==> config.mk <==
export PLATFORM = sky130hd
export DESIGN_NAME = obbr_sep
export DESIGN_NICKNAME = d
export VERILOG_FILES = /design/src/rtl/core/obbr_pkg.sv /design/src/rtl/core/obbr_sep.sv
export SDC_FILE = /design/constraint.sdc
export NUM_CORES = 1
export LEC_CHECK = 0
export ABC_AREA = 1
export BUFFER_PORTS_ARGS = -buffer_cell sky130_fd_sc_hd__buf_2
export CAP_MARGIN = 30
export CELL_PAD_IN_SITES_DETAIL_PLACEMENT = 0
export CELL_PAD_IN_SITES_GLOBAL_PLACEMENT = 1
export CORE_MARGIN = 10
export CORE_UTILIZATION = 43
export DETAILED_ROUTE_END_ITERATION = 12
export PLACE_DENSITY_LB_ADDON = 0.1
export SLEW_MARGIN = 20
export SYNTH_ARGS = -nofsm -noshare
export SYNTH_HDL_FRONTEND = slang
export SYNTH_SLANG_ARGS = --single-unit
==> constraint.sdc <==
create_clock -name clk -period 1.4 [get_ports clk]
set_clock_uncertainty 0.05 [all_clocks]
set_input_delay 0.35 -clock clk [delete_from_list [all_inputs] [get_ports clk]]
set_output_delay 0.35 -clock clk [all_outputs]
set_load 0.02 [all_outputs]
==> src/rtl/core/obbr_pkg.sv <==
// obbr_pkg: shared constants and the quarter-wave sine generator for the
// rotated box versus rectangle overlap pipeline. No dependencies.
`timescale 1ns / 1ps
`default_nettype none
package obbr_pkg;

    localparam int unsigned FULL_TURN_DEG    = 360;
    localparam int unsigned QUARTER_TURN_DEG = 90;
    localparam int unsigned ANGLE_WIDTH      = 9;
    localparam int unsigned REM_WIDTH        = 7;
    localparam int unsigned SINE_ENTRIES     = 91;
    localparam int unsigned SINE_MAX_WIDTH   = 25;
    localparam logic [63:0] DEG_TO_RAD_Q30   = 64'd18740330;

    typedef enum logic [1:0] {
        QUAD_0 = 2'd0,
        QUAD_1 = 2'd1,
        QUAD_2 = 2'd2,
        QUAD_3 = 2'd3
    } quad_t;

    // Taylor series sine of k degrees, unsigned Q1.f, limited to 1.0
    function automatic logic [SINE_MAX_WIDTH-1:0] quarter_sine(input int k, input int f);
        logic [63:0]        x;
        logic [63:0]        x2;
        logic [63:0]        term;
        logic signed [63:0] sum;
        logic [63:0]        r;
        logic [63:0]        one;
        one = 64'd1 << f;
        if (k == 0)
            return '0;
        if (k >= 90)
            return one[SINE_MAX_WIDTH-1:0];
        x    = 64'(k) * DEG_TO_RAD_Q30;
        x2   = (x * x) >> 30;
        term = x;
        sum  = $signed(x);
        term = ((term * x2) >> 30) / 64'd6;   sum = sum - $signed(term);
        term = ((term * x2) >> 30) / 64'd20;  sum = sum + $signed(term);
        term = ((term * x2) >> 30) / 64'd42;  sum = sum - $signed(term);
        term = ((term * x2) >> 30) / 64'd72;  sum = sum + $signed(term);
        term = ((term * x2) >> 30) / 64'd110; sum = sum - $signed(term);
        term = ((term * x2) >> 30) / 64'd156; sum = sum + $signed(term);
        term = ((term * x2) >> 30) / 64'd210; sum = sum - $signed(term);
        if (sum < 0)
            sum = '0;
        r = ($unsigned(sum) + (64'd1 << (29 - f))) >> (30 - f);
        if (r > one)
            r = one;
        return r[SINE_MAX_WIDTH-1:0];
    endfunction

endpackage
`default_nettype wire

==> src/rtl/core/obbr_sep.sv <==
// obbr_sep: min/max of projections per axis and the separation compare
// against the box half extent; result register (stage 5). Uses obbr_pkg.
`timescale 1ns / 1ps
`default_nettype none
module obbr_sep #(
    parameter int COORD_WIDTH    = 16,
    parameter int SINE_FRAC_BITS = 15
) (
    input  wire logic                                     clk,
    input  wire logic                                     rst_n,
    input  wire logic                                     i_valid,
    output logic                                          i_ready,
    input  wire logic signed [COORD_WIDTH+SINE_FRAC_BITS+4:0] pa [4],
    input  wire logic signed [COORD_WIDTH+SINE_FRAC_BITS+4:0] pb [4],
    input  wire logic [COORD_WIDTH-2:0]                   ext_w,
    input  wire logic [COORD_WIDTH-2:0]                   ext_h,
    output logic                                          out_valid,
    input  wire logic                                     out_ready,
    output logic                                          overlap
);
    import obbr_pkg::*;

    localparam int S = COORD_WIDTH + SINE_FRAC_BITS + 5;
    localparam int C = S + 2;

    function automatic logic separates(input logic signed [S-1:0] p [4],
                                       input logic [COORD_WIDTH-2:0] ext);
        logic signed [S-1:0] mn;
        logic signed [S-1:0] mx;
        logic signed [C-1:0] lim;
        logic signed [C-1:0] mn2;
        logic signed [C-1:0] mx2;
        mn = p[0];
        mx = p[0];
        for (int i = 1; i < 4; i++)
        begin
            if (p[i] < mn)
                mn = p[i];
            if (p[i] > mx)
                mx = p[i];
        end
        lim = C'($signed({1'b0, ext})) <<< SINE_FRAC_BITS;
        mn2 = C'(mn) <<< 1;
        mx2 = C'(mx) <<< 1;
        return (ext != '0) && ((mn2 > lim) || (mx2 < -lim));
    endfunction

    logic v_reg, ov_reg, en;
    assign en      = !v_reg || out_ready;
    assign i_ready = en;

    always_ff @(posedge clk or negedge rst_n)
    begin
        if (!rst_n)
            v_reg <= 1'b0;
        else if (en)
            v_reg <= i_valid;
    end

    always_ff @(posedge clk)
    begin
        if (en && i_valid)
            ov_reg <= !(separates(pa, ext_w) || separates(pb, ext_h));
    end

    assign out_valid = v_reg;
    assign overlap   = ov_reg;
endmodule
`default_nettype wire

### Word-level counts from Yosys, hierarchy flattened

Index checks and enable logic that the tools add are counted.

* $add $sub $neg: 2
* multiply operators: 0
* div/mod/pow operators: 0
* $lt $le $gt $ge: 16
* equality and inequality tests: 0
* shifts and indexed selects: 0
* multiplexer cells: 24
* bitwise logic cells: 0
* reductions and logical operators: 11

Operators with widths (number)
* 36-bit 2-to-1 mux: 24
* 36-bit greater-than comparator: 6
* 36-bit < comparator: 6
* 37-bit by 38-bit < comparator with 1-bit output: 2
* 30-bit negation with 38-bit output: 2
* 37-bit by 31-bit greater-than comparator with 1-bit output: 2
* 15-bit nonzero test: 2
* 1-bit logical OR: 4
* 1-bit logical AND: 3
* 1-bit logical NOT: 2

* register bits: 2
* bits in latches: 0
* memory bits (writable): 0
* bits in read-only memories: 0
* bits of input ports: 322
* output and inout port bits: 3
* word-level logic and storage cells: 55
* memories: 0

### Depth between registers and ports, before layout

* depth in word-level cells: 15
* mapped depth: 70
* mapped depth without buffers: 65

### Worst setup path after synthesis

OpenSTA, ideal clock, no wires.

* path type: input-to-reg
* start: in pa[143] in the netlist's numbering
* end: reg ov_reg, in the netlist overlap, data pin
* library setup time: 249 ps
* data arrival time: 8318 ps
* data required time: 1101 ps
* slack: -7217 ps
* stages: 65
* buffers on the path: 5
* cells stage by stage: inv_1 > ha_1 > nand2_1 > nor2_1 > nand2_1 > nor2_2 > nand2_1 > nor2_1 > nor2_1 > nand3_1 > nand2_2 > nand2_2 > clkbuf_1 > clkbuf_1 > nand2_1 > o21ai_0 > ha_1 > inv_1 > [... 29 more ...] > o21ai_0 > nand2_1 > a21oi_1 > o21bai_1 > a21oi_1 > o21ai_0 > a21oi_1 > nor2_1 > nor3_1 > o221ai_1 > a21boi_0 > o21ai_0 > nor3_1 > a21oi_1 > nand3_1 > nand2_1 > nand2_1 > inv_1

* cells in the longest elaborated chain, start to end: 14
* elaborated cells between the ends (all ways): 24
* classes of those cells: 8 x order compare; 12 x mux; 4 x reduce/logical

Ends and longest elaborated chain
* from (decl): RTL line obbr_sep.sv:13 `input wire logic signed [COORD_WIDTH+SINE_FRAC_BITS+4:0] pa [4],`
* 36-bit greater-than comparator or 36-bit < comparator (tied branches): RTL line obbr_sep.sv:39, obbr_sep.sv:37
* 36-bit 2-to-1 mux, on equally long branches: RTL line obbr_sep.sv:39, obbr_sep.sv:37
* 36-bit 2-to-1 mux: RTL line obbr_sep.sv:62 `if (en && i_valid)`
* 36-bit greater-than comparator or 36-bit < comparator (tied branches): RTL line obbr_sep.sv:39, obbr_sep.sv:37
* 36-bit 2-to-1 mux, on equally long branches: RTL line obbr_sep.sv:39, obbr_sep.sv:37
* 36-bit 2-to-1 mux: RTL line obbr_sep.sv:62
* 36-bit greater-than comparator or 36-bit < comparator (tied branches): RTL line obbr_sep.sv:39, obbr_sep.sv:37
* 36-bit 2-to-1 mux, on equally long branches: RTL line obbr_sep.sv:39, obbr_sep.sv:37
* 36-bit 2-to-1 mux: RTL line obbr_sep.sv:62
* 37-bit by 38-bit < comparator with 1-bit output or 37-bit by 31-bit greater-than comparator with 1-bit output (tied branches): RTL line obbr_sep.sv:45 `return (ext != '0) && ((mn2 > lim) || (mx2 < -lim));`
* 1-bit logical OR (*): RTL line obbr_sep.sv:45
* 1-bit logical AND (*): RTL line obbr_sep.sv:45
* 1-bit logical OR (*): RTL line obbr_sep.sv:63 `ov_reg <= !(separates(pa, ext_w) || separates(pb, ext_h));`
* 1-bit logical NOT (*): RTL line obbr_sep.sv:63
* to (signal assigned): RTL line obbr_sep.sv:63
* to (decl): RTL line obbr_sep.sv:48 `logic v_reg, ov_reg, en;`

Every way passes the cells marked *; elsewhere a longest branch is shown, timed or not. The select of a mux whose other input is x is not followed.
A chain may end at the register's enable or synchronous reset.

### Worst setup path after layout

* start: in pb[99] in the netlist's numbering
* end: reg ov_reg, in the netlist overlap, data pin

* cells in the longest elaborated chain, start to end: 14
* elaborated cells between the ends (all ways): 24
* classes of those cells: 8 x order compare; 12 x mux; 4 x reduce/logical

Ends and longest elaborated chain
* from (decl): RTL line obbr_sep.sv:14 `input wire logic signed [COORD_WIDTH+SINE_FRAC_BITS+4:0] pb [4],`
* 36-bit greater-than comparator or 36-bit < comparator (tied branches): RTL line obbr_sep.sv:39, obbr_sep.sv:37
* 36-bit 2-to-1 mux, on equally long branches: RTL line obbr_sep.sv:39, obbr_sep.sv:37
* 36-bit 2-to-1 mux: RTL line obbr_sep.sv:62
* 36-bit greater-than comparator or 36-bit < comparator (tied branches): RTL line obbr_sep.sv:39, obbr_sep.sv:37
* 36-bit 2-to-1 mux, on equally long branches: RTL line obbr_sep.sv:39, obbr_sep.sv:37
* 36-bit 2-to-1 mux: RTL line obbr_sep.sv:62
* 36-bit greater-than comparator or 36-bit < comparator (tied branches): RTL line obbr_sep.sv:39, obbr_sep.sv:37
* 36-bit 2-to-1 mux, on equally long branches: RTL line obbr_sep.sv:39, obbr_sep.sv:37
* 36-bit 2-to-1 mux: RTL line obbr_sep.sv:62
* 37-bit by 38-bit < comparator with 1-bit output or 37-bit by 31-bit greater-than comparator with 1-bit output (tied branches): RTL line obbr_sep.sv:45
* 1-bit logical OR (*): RTL line obbr_sep.sv:45
* 1-bit logical AND (*): RTL line obbr_sep.sv:45
* 1-bit logical OR (*): RTL line obbr_sep.sv:63
* 1-bit logical NOT (*): RTL line obbr_sep.sv:63

Marked as above.

==> PnR_summary.wiki <==
{| class="wikitable"
! Metric !! Value
|-
| Status || finished with violations
|-
| Violations in the final reports || negative setup slack
|-
| Clock period minus worst slack || 8850 ps
|-
| Proportion of power drawn by combinational gates || 97.8%
|-
| Part of the total power dissipated in the clock network || 1.9%
|-
| Pre-CTS setup slack || -8820 ps
|-
| Number of buffers created by CTS || 3
|-
| Number of nets in the layout || 4276
|-
| Level count of the clock H-tree || 1
|-
| Cell with the largest stage delay on the worst path || ha_1
|-
| Total vias in the final route || 20900
|-
| Switching share of power || 52.9%
|-
| FF-to-FF End || overlap
|-
| Average instance area after synthesis || 6.09 sq um
|-
| Flip-flop cell with the highest count after synthesis || edfxtp_1
|-
| Net load switching power || 12400 uW
|-
| Number of fillers in the final layout || 3163
|-
| Detailed Route Iter0 Violations || 1178
|-
| Launch instance of the worst register-to-register path || out_valid
|-
| Placed instance count || 3948
|-
| Launch point of the critical path || pb[99]
|-
| Maximum fanout encountered on the critical timing path || 27
|-
| Period utilization || 632%
|-
| Worst-case register-to-register setup slack || 520 ps
|-
| Root buffer cell || clkbuf_16
|-
| Path depth of the worst reg2reg path || 1
|-
| Leakage power || 0.0133 uW
|-
| Ratio of cells with drive above 1 in the final layout || 37.0%
|-
| Post-DP Area || 0.0227 sq mm
|-
| Total Routed Length || 65.9 mm
|-
| Placeable core region || 0.0345 sq mm
|-
| Input/output buffers || 324
|-
| Total global-route track usage || 28.3%
|-
| Max Freq || 0.113 GHz
|-
| Number of warnings issued by yosys || 0
|-
| Maxcap violations || 0
|-
| Number of design rule violations left after detail routing || 0
|-
| Maximum number of pins on one net before global-route repair || 47
|-
| Final Worst Setup Slack || -7450 ps
|-
| First drt pass iteration count || 6
|-
| Number of synthesized register bits || 2
|-
| Crit path largest cell delay || 320 ps
|-
| Unrepaired setup endpoints after global routing || true
|-
| Worst voltage drop across the vdd grid || 0.000531 V
|-
| Area growth from synthesis to layout || 58.1%
|-
| Clock Path Buffers || 2
|-
| Sinks on the clock net || 2
|-
| Area of the die || 0.0428 sq mm
|-
| Total global routing overflow || 0
|-
| Critical Path End Type || flip-flop
|-
| Clock latency on the worst-skew pair || 220 ps
|-
| Starting density of the core || 43.5%
|-
| Share of synthesized flip-flops with an asynchronous set or reset || 50.0%
|-
| Via count of the first global-routing pass || 20700
|-
| Reg power frac || 0.3%
|-
| Netlist cell types || 48
|-
| Final-report max-slew violation count || 0
|-
| Per-cell routed wire length || 16.5 microns
|-
| Type of element launching the critical path || primary input
|-
| Summed area of non-filler cells in the final layout || 0.0237 sq mm
|-
| Kind of path behind the tightest hold check || in2reg
|-
| Post-DRT Antenna Nets || 0
|-
| Power Density || 988 mW/mm^2
|-
| Final setup violating endpoints || 1
|-
| Start-to-end type of the worst setup path || in2reg
|-
| Data required time of the critical path || 1330 ps
|-
| Cell area after synthesis || 0.0150 sq mm
|-
| Internal || 11100 uW
|-
| Mapped Cells || 2468
|-
| Post-CTS clock slew at the launch and capture registers of the worst setup and hold paths || 30 ps
|-
| HPWL reported at the end of detailed placement || 58.2 mm
|-
| Top cell by count, worst path || nand2_1
|-
| Row count || 68
|-
| Final number of hold-violating endpoints || 0
|-
| Non-filler cells in the finished layout || 3990
|-
| First-pass GRT wire length || 99.3 mm
|-
| Top Ports || 325
|-
| Fraction of the yosys area taken by sequential cells || 0.367%
|-
| Final weighted congestion in routability-driven placement || 1.07
|-
| Hold Worst Slack || 286 ps
|-
| CTS tree || done
|-
| Number of enable-type register cells in the synthesized netlist || 1
|-
| Tightest Pin Transition || 466 ps
|-
| Max-slew headroom || 68.6%
|-
| Die width || 207 microns
|-
| Avg Vias per Cell || 5.24
|-
| Number of antenna violations at the first check in global routing || 14
|-
| Arrival time reported for the critical path endpoint || 8770 ps
|-
| Synthesized net count || 3220
|-
| Destination of the critical timing path || overlap
|-
| Vert. Die Dim || 207 microns
|-
| Final design utilization || 68.7%
|}
## power groups by stage
| stage | combinational [uW] | sequential (uW) | clock, uW |
|---|---|---|---|
| final | 23000 | 75.8 | 441 |
| after global routing | 25600 | 76.9 | 457 |
| after CTS | 21700 | 76.0 | 444 |
| after detailed placement | 21200 | 76.5 | 0 |
| after global placement | 20300 | 76.4 | 0 |
| after floorplan | 12200 | 85.8 | 0 |
## worst min path at each step
stage | from | to | slack [ps] | cells after the start
final | i_valid | out_valid | 290 | 3
after detailed placement | rst_n | out_valid | 80 | 1
after CTS | i_valid | out_valid | 290 | 3
after floorplan | rst_n | out_valid | 4 | 0
after global placement | rst_n | out_valid | 70 | 1
after global routing | i_valid | out_valid | 300 | 3
## final cells by class
class	instances	area, sq um	share of cell area [%]
multi-input combinational	2130	14200	59.9
tap	455	569	2.40
timing repair buffer	1114	7730	32.6
sequential	2	55.1	0.232
antenna	12	30.0	0.126
inverter	273	1050	4.41
clock buffer	4	78.8	0.332
## metrics by stage
stage / TNS (ps) / power [uW]
5_1_grt: -8000 / 26200
3_3_place_gp: -8820 / 20400
6_report: -7450 / 23500
2_1_floorplan: -6760 / 12300
4_1_cts: -7700 / 22200
3_5_place_dp: -8820 / 21200
## cells in the mapped netlist, types with 20 or more instances
cell | n | area share (%)
o21ai_0 | 224 | 7.5
nor2_1 | 128 | 3.2
a21oi_1 | 175 | 5.8
o21ai_1 | 111 | 3.7
nand2_1 | 679 | 17
nor3_1 | 36 | 1.2
o21ai_2 | 37 | 2.2
nand3_1 | 69 | 2.3
inv_1 | 270 | 6.7
nor4_1 | 20 | 0.83
ha_1 | 430 | 36
nand4_1 | 50 | 2.1
xor2_1 | 22 | 1.3
clkbuf_1 | 42 | 1.0
nand2_2 | 24 | 1.0
a211oi_1 | 24 | 1.2
## cell usage in the layout, fill, tap and decap left out, types with 7 or more instances in the layout
cell,Yosys,layout
nand2_2,24,33
nand4_1,50,50
buf_6,8,7
a21oi_1,175,162
o21ai_1,111,135
diode_2,0,12
buf_2,9,324
o211ai_1,10,10
nand3_1,69,63
nor2_2,3,10
a21oi_2,0,13
nand2_1,679,667
xor2_1,22,22
a21o_1,15,14
a211oi_1,24,19
ha_4,0,7
nand3_2,6,11
o21ai_0,224,181
inv_1,270,268
nand2_4,5,7
o221ai_1,12,8
ha_1,430,423
nor4_1,20,13
buf_4,8,771
o21ai_2,37,56
nor3_1,36,32
nor2_1,128,117
## flip-flops by register name (all words and copies together) (netlist names)
name,count
out_valid,1
overlap,1
## per-layer routing
metal | track usage [%] | vias to the layer above | routed length, microns
met2 | 52.2 | 653 | 32200
met5 | 0 | - | 45
li1 | - | 10700 | -
met4 | 12.7 | 6 | 3120
met1 | 31.9 | 9393 | 26300
met3 | 3.54 | 167 | 4230
## worst max-delay path: cells and delay by family
kind	cells	cell delay, ps
AOI/OAI and AO/OA	17	3500
adders and majority gates	4	1230
buffers and inverters	9	1260
and+or+nand+nor	24	2410
## timing repair
action | CTS | global route
hold buffers | 1 | 0
pin swaps | 26 | 48
gates resized for setup | 70 | 112
endpoints found under the setup margin | 1 | 1
endpoints found under the hold margin | 1 | 0
setup buffers | 5 | 12
gates cloned | 5 | 3
## cell families after synthesis
kind of cell    count (synthesis)  share of synthesized area (%)
compound gates                644                           24.2
buf+inv                       341                           9.35
flops                           2                          0.366
simple gates                 1029                           29.0
fa+ha+maj                     430                           35.8
xor+xnor                       22                           1.28
(Power assumes the default switching activity.)
